File: config.mk
export PLATFORM = sky130hd
export DESIGN_NAME = gamepad_poll_deadzone_conditioner
export DESIGN_NICKNAME = d
export VERILOG_FILES = /design/src/hw/rtl/gpdc_pkg.sv /design/src/hw/rtl/gamepad_poll_deadzone_conditioner.sv
export SDC_FILE = /design/constraint.sdc
export NUM_CORES = 2
export LEC_CHECK = 0
export BUFFER_PORTS_ARGS = -buffer_cell sky130_fd_sc_hd__buf_2
export CORE_MARGIN = 1
export CORE_UTILIZATION = 63
export CTS_BUF_LIST = sky130_fd_sc_hd__clkbuf_4 sky130_fd_sc_hd__clkbuf_8
export DETAILED_ROUTE_END_ITERATION = 12
export PLACE_DENSITY_LB_ADDON = 0.3
export REMOVE_ABC_BUFFERS = 1
export SYNTH_ARGS = -nofsm -noshare
export SYNTH_HDL_FRONTEND = slang
export SYNTH_SLANG_ARGS = --single-unit
File: constraint.sdc
create_clock -name clk -period 16.79 [get_ports clk]
set_input_delay 3.358 -clock clk [delete_from_list [all_inputs] [get_ports clk]]
set_output_delay 3.358 -clock clk [all_outputs]
set_load 0.1 [all_outputs]
File: src/hw/rtl/gpdc_pkg.sv
// ----------------------------------------------------------------------------
// Gamepad poll conditioner package
// Payload types, register indexes, result kinds and arithmetic constants.
// ----------------------------------------------------------------------------
package gpdc_pkg;

  localparam int PAD_COUNT_DEF = 4;

  // Configuration register indexes
  localparam int CFG_IDX_W = 2;
  localparam logic [CFG_IDX_W-1:0] REG_LEFT_DZ    = 2'd0;
  localparam logic [CFG_IDX_W-1:0] REG_RIGHT_DZ   = 2'd1;
  localparam logic [CFG_IDX_W-1:0] REG_TRIG_LEVEL = 2'd2;
  localparam logic [CFG_IDX_W-1:0] REG_RETRY      = 2'd3;
  localparam int CFG_DATA_W = 16;

  // Register reset values
  localparam logic [14:0] LEFT_DZ_RST    = 15'd7849;
  localparam logic [14:0] RIGHT_DZ_RST   = 15'd8689;
  localparam logic [7:0]  TRIG_LEVEL_RST = 8'd30;
  localparam logic [15:0] RETRY_RST      = 16'd5000;

  // Poll status codes
  localparam logic [1:0] ST_OK       = 2'd0;
  localparam logic [1:0] ST_NO_DEVICE = 2'd1;

  // Result kinds
  localparam logic [1:0] EVT_CONNECT    = 2'd0;
  localparam logic [1:0] EVT_DISCONNECT = 2'd1;
  localparam logic [1:0] EVT_STATE      = 2'd2;

  // Full scale of the raw stick and trigger units
  localparam logic [14:0] STICK_FULL = 15'h7FFF;
  localparam logic [7:0]  TRIG_FULL  = 8'hFF;

  // Output limits
  localparam logic [15:0] Q15_POS_MAX = 16'h7FFF;
  localparam logic [15:0] Q15_NEG_MAG = 16'h8000;
  localparam logic [15:0] Q16_MAX     = 16'hFFFF;

  // Shared divider: quotient width and bits retired per cycle
  localparam int QUO_W     = 16;
  localparam int STEP_BITS = 4;
  localparam int DIV_STEPS = QUO_W / STEP_BITS;

  typedef struct packed {
    logic [1:0]         pad_index;
    logic [63:0]        now_tick;
    logic [1:0]         poll_status;
    logic [31:0]        packet_number;
    logic [15:0]        button_bits;
    logic signed [15:0] left_x_raw;
    logic signed [15:0] left_y_raw;
    logic signed [15:0] right_x_raw;
    logic signed [15:0] right_y_raw;
    logic [7:0]         left_trig_raw;
    logic [7:0]         right_trig_raw;
  } poll_item_t;

  typedef struct packed {
    logic [1:0]         event_kind;
    logic [1:0]         pad_out;
    logic [15:0]        buttons_out;
    logic signed [15:0] left_x_out;
    logic signed [15:0] left_y_out;
    logic signed [15:0] right_x_out;
    logic signed [15:0] right_y_out;
    logic [15:0]        left_trig_out;
    logic [15:0]        right_trig_out;
    logic               last_of_run;
  } result_item_t;

endpackage

File: src/hw/rtl/gamepad_poll_deadzone_conditioner.sv
// Flow: a poll is checked, may send a connect event, then runs setup and divide
// steps per lane before its state result loads; a disconnect event loads after the check.
// Polls are taken one at a time; the shared divider retires 4 quotient bits a cycle
// over six axes; ignored polls return to idle after the check.
// Reset: synchronous rst restores register defaults, clears all pad state and
// drops the result register.
// ----------------------------------------------------------------------------
// Gamepad poll dead zone conditioner
// Gates controller polls per pad, emits connect and disconnect events, and
// rescales stick axes and triggers with one shared restoring divider.
// ----------------------------------------------------------------------------
module gamepad_poll_deadzone_conditioner
  import gpdc_pkg::*;
#(
  parameter int PAD_COUNT = PAD_COUNT_DEF
) (
  input  logic                  clk,
  input  logic                  rst,
  input  logic                  poll_valid,
  output logic                  poll_stall,
  input  poll_item_t            poll_item,
  output logic                  result_valid,
  input  logic                  result_stall,
  output result_item_t          result_item,
  input  logic                  cfg_write,
  input  logic [CFG_IDX_W-1:0]  cfg_index,
  input  logic [CFG_DATA_W-1:0] cfg_data
);

  localparam int PAD_W    = (PAD_COUNT > 1) ? $clog2(PAD_COUNT) : 1;
  localparam int STEP_W   = (DIV_STEPS > 1) ? $clog2(DIV_STEPS) : 1;
  localparam int LANE_CNT = 6;
  localparam int LANE_W   = 3;

  localparam logic [LANE_W-1:0] LANE_LX = 3'd0;
  localparam logic [LANE_W-1:0] LANE_LY = 3'd1;
  localparam logic [LANE_W-1:0] LANE_RX = 3'd2;
  localparam logic [LANE_W-1:0] LANE_RY = 3'd3;
  localparam logic [LANE_W-1:0] LANE_LT = 3'd4;
  localparam logic [LANE_W-1:0] LANE_RT = 3'd5;

  localparam logic [2:0] S_IDLE  = 3'd0;
  localparam logic [2:0] S_CHECK = 3'd1;
  localparam logic [2:0] S_CONN  = 3'd2;
  localparam logic [2:0] S_SETUP = 3'd3;
  localparam logic [2:0] S_STEP  = 3'd4;
  localparam logic [2:0] S_SEND  = 3'd5;
  localparam logic [2:0] S_DISC  = 3'd6;

  // Configuration
  logic [14:0] left_dz;
  logic [14:0] right_dz;
  logic [7:0]  trig_level;
  logic [15:0] retry_ticks;

  // Per-pad state
  logic [63:0]          retry_due   [PAD_COUNT];
  logic [31:0]          seen_packet [PAD_COUNT];
  logic [PAD_COUNT-1:0] is_linked;

  // Sequencer and divider
  logic [2:0]        state;
  poll_item_t        item;
  logic [LANE_W-1:0] lane;
  logic [STEP_W-1:0] step;
  logic [QUO_W-1:0]  rem;
  logic [QUO_W-1:0]  low;
  logic [QUO_W-1:0]  quo;
  logic [QUO_W-1:0]  dvs;
  logic              lane_zero;
  logic              lane_sat;
  logic              lane_neg;
  logic              lane_trig;
  logic [15:0]       res [LANE_CNT];

  function automatic logic [15:0] finish(input logic [15:0] q, input logic zero,
                                         input logic sat, input logic neg,
                                         input logic trig);
    logic [15:0] v;
    if (zero) begin
      v = '0;
    end else if (trig) begin
      v = sat ? Q16_MAX : q;
    end else if (neg) begin
      v = (sat || q > Q15_NEG_MAG) ? Q15_NEG_MAG : 16'(16'd0 - q);
    end else begin
      v = (sat || q > Q15_POS_MAX) ? Q15_POS_MAX : q;
    end
    return v;
  endfunction

  // Pad lookup
  logic [PAD_W-1:0] pad_sel;
  logic             pad_ok;
  logic             due;
  logic             linked;
  logic [63:0]      retry_at;

  assign pad_sel  = PAD_W'(item.pad_index);
  assign pad_ok   = int'(item.pad_index) < PAD_COUNT;
  assign due      = pad_ok && (retry_due[pad_sel] == '0 ||
                               item.now_tick >= retry_due[pad_sel]);
  assign linked   = is_linked[pad_sel];
  assign retry_at = 64'(item.now_tick + {48'd0, retry_ticks});

  // Lane operand setup
  logic [15:0] raw_sel;
  logic [14:0] dz_sel;
  logic        s_neg;
  logic [15:0] s_mag;
  logic [7:0]  t_val;
  logic [7:0]  t_diff;
  logic [15:0] op_h;
  logic [15:0] op_d;
  logic [15:0] op_den;
  logic        op_zero;
  logic        op_trig;

  always_comb begin
    case (lane)
      LANE_LX: raw_sel = item.left_x_raw;
      LANE_LY: raw_sel = item.left_y_raw;
      LANE_RX: raw_sel = item.right_x_raw;
      LANE_RY: raw_sel = item.right_y_raw;
      default: raw_sel = '0;
    endcase
    dz_sel  = (lane == LANE_LX || lane == LANE_LY) ? left_dz : right_dz;
    s_neg   = raw_sel[15];
    s_mag   = s_neg ? 16'(~raw_sel + 16'd1) : raw_sel;
    t_val   = (lane == LANE_RT) ? item.right_trig_raw : item.left_trig_raw;
    t_diff  = 8'(t_val - trig_level);
    op_trig = (lane == LANE_LT || lane == LANE_RT);
    if (op_trig) begin
      op_zero = (t_val < trig_level) || (trig_level == TRIG_FULL);
      op_h    = {7'd0, t_diff, 1'b0};
      op_den  = {8'd0, 8'(TRIG_FULL - trig_level)};
      op_d    = {7'd0, 8'(TRIG_FULL - trig_level), 1'b0};
    end else begin
      op_zero = s_mag <= {1'b0, dz_sel};
      op_h    = 16'(s_mag - {1'b0, dz_sel});
      op_den  = {1'b0, 15'(STICK_FULL - dz_sel)};
      op_d    = {15'(STICK_FULL - dz_sel), 1'b0};
    end
  end

  // Divider: retire STEP_BITS quotient bits per cycle
  logic [QUO_W-1:0] rem_next;
  logic [QUO_W-1:0] low_next;
  logic [QUO_W-1:0] quo_next;

  always_comb begin
    logic [QUO_W:0] trial;
    rem_next = rem;
    low_next = low;
    quo_next = quo;
    for (int i = 0; i < STEP_BITS; i++) begin
      trial    = {rem_next, low_next[QUO_W-1]};
      low_next = {low_next[QUO_W-2:0], 1'b0};
      if (trial >= {1'b0, dvs}) begin
        rem_next = QUO_W'(trial - {1'b0, dvs});
        quo_next = {quo_next[QUO_W-2:0], 1'b1};
      end else begin
        rem_next = trial[QUO_W-1:0];
        quo_next = {quo_next[QUO_W-2:0], 1'b0};
      end
    end
  end

  logic out_free;
  logic res_load;
  assign out_free   = !result_valid || !result_stall;
  assign res_load   = out_free && (state == S_CONN || state == S_DISC || state == S_SEND);
  assign poll_stall = (state != S_IDLE);

  always_ff @(posedge clk) begin
    if (rst) begin
      left_dz      <= LEFT_DZ_RST;
      right_dz     <= RIGHT_DZ_RST;
      trig_level   <= TRIG_LEVEL_RST;
      retry_ticks  <= RETRY_RST;
      state        <= S_IDLE;
      result_valid <= 1'b0;
      is_linked    <= '0;
      lane         <= '0;
      step         <= '0;
      for (int p = 0; p < PAD_COUNT; p++) begin
        retry_due[p]   <= '0;
        seen_packet[p] <= '0;
      end
    end else begin
      if (cfg_write) begin
        unique case (cfg_index)
          REG_LEFT_DZ:    left_dz     <= cfg_data[14:0];
          REG_RIGHT_DZ:   right_dz    <= cfg_data[14:0];
          REG_TRIG_LEVEL: trig_level  <= cfg_data[7:0];
          REG_RETRY:      retry_ticks <= cfg_data[15:0];
          default: ;
        endcase
      end

      // drop the result once transferred unless a new one loads
      if (result_valid && !result_stall && !res_load) begin
        result_valid <= 1'b0;
      end

      unique case (state)
        S_IDLE: begin
          if (poll_valid) begin
            item  <= poll_item;
            state <= S_CHECK;
          end
        end
        S_CHECK: begin
          lane  <= '0;
          step  <= '0;
          if (due && item.poll_status == ST_OK &&
              item.packet_number != seen_packet[pad_sel]) begin
            seen_packet[pad_sel] <= item.packet_number;
            if (!linked) begin
              is_linked[pad_sel] <= 1'b1;
              retry_due[pad_sel] <= '0;
              state              <= S_CONN;
            end else begin
              state <= S_SETUP;
            end
          end else if (due && item.poll_status == ST_NO_DEVICE) begin
            retry_due[pad_sel] <= retry_at;
            if (linked) begin
              is_linked[pad_sel] <= 1'b0;
              state              <= S_DISC;
            end else begin
              state <= S_IDLE;
            end
          end else begin
            state <= S_IDLE;
          end
        end
        S_CONN, S_DISC: begin
          if (out_free) begin
            result_valid               <= 1'b1;
            result_item.event_kind     <= (state == S_CONN) ? EVT_CONNECT : EVT_DISCONNECT;
            result_item.pad_out        <= item.pad_index;
            result_item.buttons_out    <= '0;
            result_item.left_x_out     <= '0;
            result_item.left_y_out     <= '0;
            result_item.right_x_out    <= '0;
            result_item.right_y_out    <= '0;
            result_item.left_trig_out  <= '0;
            result_item.right_trig_out <= '0;
            result_item.last_of_run    <= (state == S_DISC);
            state                      <= (state == S_CONN) ? S_SETUP : S_IDLE;
          end
        end
        S_SETUP: begin
          rem       <= op_h;
          low       <= op_den;
          dvs       <= op_d;
          quo       <= '0;
          lane_zero <= op_zero;
          lane_sat  <= op_h >= op_d;
          lane_neg  <= s_neg;
          lane_trig <= op_trig;
          step      <= '0;
          state     <= S_STEP;
        end
        S_STEP: begin
          rem  <= rem_next;
          low  <= low_next;
          quo  <= quo_next;
          step <= STEP_W'(step + 1'b1);
          if (step == STEP_W'(DIV_STEPS - 1)) begin
            res[lane] <= finish(quo_next, lane_zero, lane_sat, lane_neg, lane_trig);
            if (lane == LANE_RT) begin
              state <= S_SEND;
            end else begin
              lane  <= LANE_W'(lane + 1'b1);
              state <= S_SETUP;
            end
          end
        end
        S_SEND: begin
          if (out_free) begin
            result_valid                <= 1'b1;
            result_item.event_kind      <= EVT_STATE;
            result_item.pad_out         <= item.pad_index;
            result_item.buttons_out     <= item.button_bits;
            result_item.left_x_out      <= res[LANE_LX];
            result_item.left_y_out      <= res[LANE_LY];
            result_item.right_x_out     <= res[LANE_RX];
            result_item.right_y_out     <= res[LANE_RY];
            result_item.left_trig_out   <= res[LANE_LT];
            result_item.right_trig_out  <= res[LANE_RT];
            result_item.last_of_run     <= 1'b1;
            state                       <= S_IDLE;
          end
        end
        default: state <= S_IDLE;
      endcase
    end
  end

endmodule

Yosys cells after proc, flatten, opt, wreduce, memory -nomap -nowiden

Memories as Yosys holds them, arrays and structs flattened. A register that Yosys moved wholly into a read port is not among the register bits.
Index checks and enable logic that the tools add are counted.

Register bits after elaboration: 444
Latch bits: 0
RAM bits: 480
Bits in read-only memories: 0
Input bits: 219
Logic and storage cells: 230
Memories kept: 3

Memories:

| memory      | words | bits a word | read ports | clocked after memory_dff | write ports | line                                    | RTL |
|---|---|---|---|---|---|---|---|
| retry_due   | 4     | 64          | 1          | 1                        | 4           | gamepad_poll_deadzone_conditioner.sv:57 | `logic [63:0] retry_due [PAD_COUNT];` |
| seen_packet | 4     | 32          | 1          | 1                        | 4           | gamepad_poll_deadzone_conditioner.sv:58 | `logic [31:0] seen_packet [PAD_COUNT];` |
| res         | 6     | 16          | 6          | 0                        | 1           | gamepad_poll_deadzone_conditioner.sv:74 | `logic [15:0] res [LANE_CNT];` |

Add/subtract/negate cells: 13
Multiply operators: 0
Divide/modulo/power cells: 0
Order comparisons: 12
Equal/unequal tests: 24
Shift-type cells: 0
Mux-type cells: 87
Bitwise gates (word level): 6
Reduce and logical (&&, ||, !) cells: 47

Operators by type and width:

| kind                                                                    | number |
|---|---|
| 16-bit 2-to-1 mux                                                       | 16 |
| 117-bit 2-to-1 mux                                                      | 2 |
| 117-bit case mux with 2 select lines                                    | 1 |
| 64-bit 2-to-1 mux                                                       | 2 |
| 17-bit by 16-bit >= comparator with 1-bit output                        | 4 |
| 64-bit by 16-bit adder with 64-bit output                               | 1 |
| 64-bit >= comparator                                                    | 1 |
| 64-bit zero test                                                        | 1 |
| 16-bit case mux with 2 select lines                                     | 2 |
| 16-bit case mux with 4 select lines                                     | 1 |
| 64-bit OR reduction                                                     | 1 |
| 16-bit subtractor                                                       | 4 |
| 1-bit 2-to-1 mux                                                        | 34 |
| 32-bit 2-to-1 mux                                                       | 1 |
| 32-bit inequality test                                                  | 1 |
| 32-bit OR reduction                                                     | 1 |
| 15-bit 2-to-1 mux                                                       | 2 |
| 3-bit 2-to-1 mux                                                        | 10 |
| 12-bit case mux with 2 select lines                                     | 1 |
| 3-bit case mux with 6 select lines                                      | 1 |
| 16-bit by 1-bit adder with 16-bit output (second input constant)        | 1 |
| 16-bit >= comparator                                                    | 1 |
| 16-bit by 15-bit > comparator with 1-bit output (second input constant) | 1 |
| 16-bit > comparator (second input constant)                             | 1 |
| other kinds (43)                                                        | 98 |

Longest topological paths before layout

Depth after elaboration: 17
Gate-level depth with buffers: 52
Mapped depth without buffers: 45

Worst setup path after synthesis

OpenSTA, ideal clock, no wires.

Path kind: input to register
Start: input port rst
End: register result_item[0] (netlist bit), enable pin
Arrival: 12212 ps
Required time: 16030 ps
Slack: 3818 ps
Cell stages on the path: 3
Buffers on the path: 2
Cells stage by stage: clkbuf_1 clkbuf_1 nor3b_1

Cells in the longest elaborated chain, start to end: 2

Ends and longest elaborated chain:

| what                                 | line                                    | RTL |
|---|---|---|
| start, declared                      | gamepad_poll_deadzone_conditioner.sv:18 | `input logic rst,` |
| 1-bit NOT (no source line)           | -                                       |  |
| 4-bit AND reduction (no source line) | -                                       |  |
| end, declared                        | gamepad_poll_deadzone_conditioner.sv:24 | `output result_item_t result_item,` |

Every way passes these cells.
A chain may end at the register's enable or synchronous reset.

Final worst setup path

Start: register dvs[2]
End: memory res[5][10] (data pin)

Cells in the longest elaborated chain, start to end: 17
Elaborated cells between the ends (all ways): 27

Ends and longest elaborated chain:

| what                                                                                   | line                                                                               | RTL |
|---|---|---|
| start, declared                                                                        | gamepad_poll_deadzone_conditioner.sv:69                                            | `logic [QUO_W-1:0] dvs;` |
| start signal, assigned                                                                 | gamepad_poll_deadzone_conditioner.sv:257                                           | `dvs <= op_d;` |
| 16-bit subtractor or 17-bit by 16-bit >= comparator with 1-bit output (tied branches)  | gamepad_poll_deadzone_conditioner.sv:160, gamepad_poll_deadzone_conditioner.sv:159 |  |
| 16-bit 2-to-1 mux                                                                      | gamepad_poll_deadzone_conditioner.sv:159                                           | `if (trial >= {1'b0, dvs}) begin` |
| 16-bit subtractor or 17-bit by 16-bit >= comparator with 1-bit output (tied branches)  | gamepad_poll_deadzone_conditioner.sv:160, gamepad_poll_deadzone_conditioner.sv:159 |  |
| 16-bit 2-to-1 mux                                                                      | gamepad_poll_deadzone_conditioner.sv:159                                           |  |
| 16-bit subtractor or 17-bit by 16-bit >= comparator with 1-bit output (tied branches)  | gamepad_poll_deadzone_conditioner.sv:160, gamepad_poll_deadzone_conditioner.sv:159 |  |
| 16-bit 2-to-1 mux                                                                      | gamepad_poll_deadzone_conditioner.sv:159                                           |  |
| 17-bit by 16-bit >= comparator with 1-bit output                                       | gamepad_poll_deadzone_conditioner.sv:159                                           |  |
| 1-bit 2-to-1 mux                                                                       | gamepad_poll_deadzone_conditioner.sv:159                                           |  |
| 16-bit by 15-bit > comparator with 1-bit output or 16-bit > comparator (tied branches) | gamepad_poll_deadzone_conditioner.sv:87, gamepad_poll_deadzone_conditioner.sv:85   |  |
| 1-bit logical OR, on equally long branches                                             | gamepad_poll_deadzone_conditioner.sv:87, gamepad_poll_deadzone_conditioner.sv:85   |  |
| 16-bit 2-to-1 mux, on equally long branches                                            | gamepad_poll_deadzone_conditioner.sv:87, gamepad_poll_deadzone_conditioner.sv:85   |  |
| 16-bit 2-to-1 mux *                                                                    | gamepad_poll_deadzone_conditioner.sv:84                                            | `end else if (neg) begin` |
| 16-bit 2-to-1 mux *                                                                    | gamepad_poll_deadzone_conditioner.sv:82                                            | `end else if (trig) begin` |
| 16-bit 2-to-1 mux *                                                                    | gamepad_poll_deadzone_conditioner.sv:80                                            | `if (zero) begin` |
| 16-bit 2-to-1 mux *                                                                    | gamepad_poll_deadzone_conditioner.sv:271                                           | `if (step == STEP_W'(DIV_STEPS - 1)) begin` |
| 16-bit 2-to-1 mux *                                                                    | gamepad_poll_deadzone_conditioner.sv:206                                           | `unique case (state)` |
| 16-bit 2-to-1 mux *                                                                    | gamepad_poll_deadzone_conditioner.sv:176                                           | `if (rst) begin` |
| end, declared                                                                          | gamepad_poll_deadzone_conditioner.sv:74                                            |  |

Every way passes the cells marked *; elsewhere a longest branch is shown, timed or not. The select of a mux whose other input is x is not followed.

==> results by group <==
Synthesis
  • EDFF count, synth: 856
  • Synth Area in Compound Gates: 7.17%
  • Synth Area in Simple Gates: 13.8%
  • Share of flip-flops with an asynchronous set or reset: 0%
  • Sequential element share of the synthesized area: 60.8%
  • Avg Cell Area, Syn: 12.5 um^2
  • Post-Syn Area: 0.0445 mm^2
  • Primary FF master, synth: edfxtp_1
  • Largest family of logic cells by synthesized area: simple AND/OR/NAND/NOR gates
  • Adder-Cell Fraction of Synth Area: 5.57%
  • Seq cells post-synth: 925
  • Yosys warnings: 0
  • Xor/xnor share of the synthesized area: 3.17%
  • Post-synthesis cell count: 3,571
  • Unique cell type count in the Yosys netlist: 80
  • Mux share of post-synthesis cell area: 6.79%

Die
  • Die area: 0.0717 mm^2
  • Die height: 268 um
  • Core Footprint: 0.0700 mm^2
  • Rows: 97
  • Effective utilization at floorplan: 63.6%
  • Die X: 268 um
  • I/O pin count: 338

Detailed routing
  • Pre-antenna DRT Iters: 6
  • Vias per cell: 6.00
  • Routed wire length: 107,000 um
  • Final ANT Viol Nets: 0
  • Residual DRC: 0
  • Initial drt markers: 2,802
  • Avg WL per Cell: 21.3 um
  • Total number of vias: 30,100

Setup path
  • Worst path slowest cell: a31o_1
  • Crit start category: flip-flop
  • Worst r2r dst: res[5][10]$_DFFE_PP_
  • Critical Path Fanout Max: 19
  • Delay-heaviest family, CP: compound AO/OA/AOI/OAI gates
  • Critical path class: flip-flop to flip-flop
  • Max incr delay on CP: 690 ps
  • Critical Path AT: 13,880 ps
  • Reg2reg setup slack: 3420 ps
  • Reg2reg path depth: 40
  • Req. time, crit path: 17,290 ps
  • Crit. End Element: flip-flop
  • Critical Path Stages: 40
  • Crit path buf inv count: 3
  • Worst r2r src: dvs[2]$_DFFE_PP_

Global routing
  • First-pass GRT wire length: 162,000 um
  • Busiest layer in global routing: met2
  • Global routing usage on met3: 5.20%
  • Met1 usage: 37.2%
  • Overall Global Routing Usage: 29.9%
  • Largest net degree at the start of global routing: 121
  • GRT overflow: 0
  • Vias in the first global route: 29,300
  • GR Layer Usage met2: 51.2%
  • Antenna violations before repair: 19

Layout
  • Share of cells above drive strength 1: 19.8%
  • Final Cell Area: 0.0503 mm^2
  • Synthesis-to-layout area growth: 13.1%
  • Nets: 4,368

STA
  • Final setup viols: 0
  • Slew Limit Fails: 0
  • Slew @ Worst Pin: 1180 ps
  • Period utilization: 79.7%
  • Clk_skew: 44.4 ps
  • Max-slew headroom: 20.4%
  • RSZ-0062 raised after global routing: false
  • Crit path time final: 13,370 ps
  • Total negative slack: 0 ps
  • Max Clk Rate: 0.0748 GHz
  • Hold Vio Cnt, Final: 0

Clocking
  • Clk root buf: clkbuf_8
  • Post-cts hold buffer count: 0
  • CTS buffer count: 147
  • Post-CTS setup buffer count: 0
  • Depth of the CTS H-tree: 4
  • CTS tree: done
  • Clock Path Buffers: 3
  • Clock-pin slew on the worst setup and hold paths: 60 ps
  • Clock sink total: 925
  • Count of cells resized by post-cts repair: 0
  • Worst-Skew Late Latency: 820 ps

Worst hold path
  • Worst hold path type: flip-flop to flip-flop
  • Hold Path End: right_dz[10]$_SDFFE_PP0P_
  • Hold_sp: right_dz[10]$_SDFFE_PP0P_
  • Worst hold path depth: 2

Place
  • I/O Buffers: 337
  • Placed wire-length estimate: 71,600 um
  • GPL Wtd Cong: 0.942
  • Dpl cell area: 0.0473 mm^2

Power and ir drop
  • Lkg Pwr: 19.4 nW
  • Pwr/cell area: 99.2 mW/mm^2
  • Max IR drop VDD: 0.0811 mV

Status
  • Outcome: finished clean

Job
  • MaxCap Viol Count: 0
cells in the final DEF (no fill, tap or decap), drive strengths merged, types with 36 or more instances in the layout:
| cell type | netlist | layout |
|---|---|---|
| xor2 | 46 | 46 |
| edfxtp | 856 | 856 |
| dfxtp | 69 | 69 |
| a21oi | 178 | 178 |
| o21ai | 92 | 92 |
| nand4 | 54 | 54 |
| nor3 | 69 | 69 |
| nand3 | 47 | 47 |
| a21o | 58 | 58 |
| clkinv | 0 | 36 |
| nor2 | 570 | 570 |
| xnor2 | 115 | 115 |
| mux2i | 41 | 41 |
| mux2 | 37 | 37 |
| clkbuf | 120 | 208 |
| ha | 187 | 187 |
| inv | 157 | 167 |
| nand2 | 231 | 231 |
| mux4 | 97 | 97 |
| nand2b | 53 | 53 |
| and2 | 120 | 120 |
| buf | 26 | 381 |
layer usage:
| metal | part of all wire, % | vias up |
|---|---|---|
| li1 | - | 13900 |
| met3 | 7.4 | 288 |
| met2 | 50 | 1344 |
| met4 | 3.8 | 12 |
| met5 | 0.072 | - |
| met1 | 39 | 14500 |
per-stage QoR:
step	total power, mW	hold WS, ps	util, %	setup slack (ps)	instances
after floorplan	2.94	430	-	2720	3425
after global routing	5.15	483	71.9	2310	5012
after detailed placement	3.07	447	67.6	3640	4746
after CTS	5.02	454	71.9	3520	5005
after global placement	3.06	442	67.6	3920	4746
final	4.99	453	71.9	3420	5013
worst max path at each step:
| stage | to | start | slack [ps] |
|---|---|---|---|
| final | res[5][10]$_DFFE_PP_ | dvs[2]$_DFFE_PP_ | 3420 |
| after global routing | res[5][7]$_DFFE_PP_ | dvs[2]$_DFFE_PP_ | 2310 |
| after CTS | res[5][10]$_DFFE_PP_ | dvs[2]$_DFFE_PP_ | 3520 |
| after detailed placement | res[1][10]$_DFFE_PP_ | dvs[2]$_DFFE_PP_ | 3640 |
| after global placement | res[1][10]$_DFFE_PP_ | dvs[2]$_DFFE_PP_ | 3920 |
| after floorplan | result_item[0]$_SDFFCE_PP1P_ | state[2]$_SDFFE_PP0P_ | 2720 |
synth_stat cells (all sizes together) (47+ instances only):
master,number,area share (%)
nor3,69,0.78
clkbuf,120,1.0
nand4,54,0.76
dfxtp,69,3.1
nor2,570,4.8
and2,120,1.7
o21ai,92,1.0
edfxtp,856,58
a21o,58,0.98
inv,157,1.3
nand2b,53,0.74
ha,187,5.3
nand2,231,1.9
mux4,97,4.9
nand3,47,0.53
xnor2,115,2.3
a21oi,178,2.0
worst register-to-register path: cells and delay by family (launching register included):
kind | cells | cell delay [ps]
compound gates | 20 | 6820
buf+inv | 3 | 390
mux | 2 | 860
simple gates | 10 | 2820
flops | 1 | 430
fa+ha+maj | 5 | 1790
kinds of logic (layout without fill, tap and decap cells):
logic type,count (synthesis),count (layout)
AND/OR/NAND/NOR,1312,1312
flip-flops,925,925
AO/OA/AOI/OAI,501,501
buffers and inverters,303,797
adder cells (fa/ha/maj),194,194
multiplexers,175,175
XOR/XNOR,161,161
other,0,8
registers in the layout, indices dropped and copies added (netlist names), 3 cells and up, named ones only:
name / flops
dvs: 15
item: 194
lane: 3
left_dz: 15
low: 16
quo: 12
rem: 16
res: 96
result_item: 117
retry_due: 256
retry_ticks: 16
right_dz: 15
seen_packet: 128
state: 3
trig_level: 8
final cells by class:
| class | count | area (um^2) |
|---|---|---|
| inverter | 157 | 599 |
| timing repair buffer | 381 | 2020 |
| sequential | 925 | 27100 |
| antenna | 8 | 20.0 |
| tap | 940 | 1180 |
| clock inverter | 51 | 472 |
| multi-input combinational | 2343 | 16400 |
| fill | 4706 | 19700 |
| clock buffer | 208 | 2540 |
power by group:
part           internal (mW)  switching (mW)  leakage [nW]
logic                  0.170           0.248          8.92
registers               2.58          0.0366          8.88
clock network           1.06           0.906          1.60
total                   3.80            1.19          19.4
Note: power is estimated with default switching activity, not from simulation.
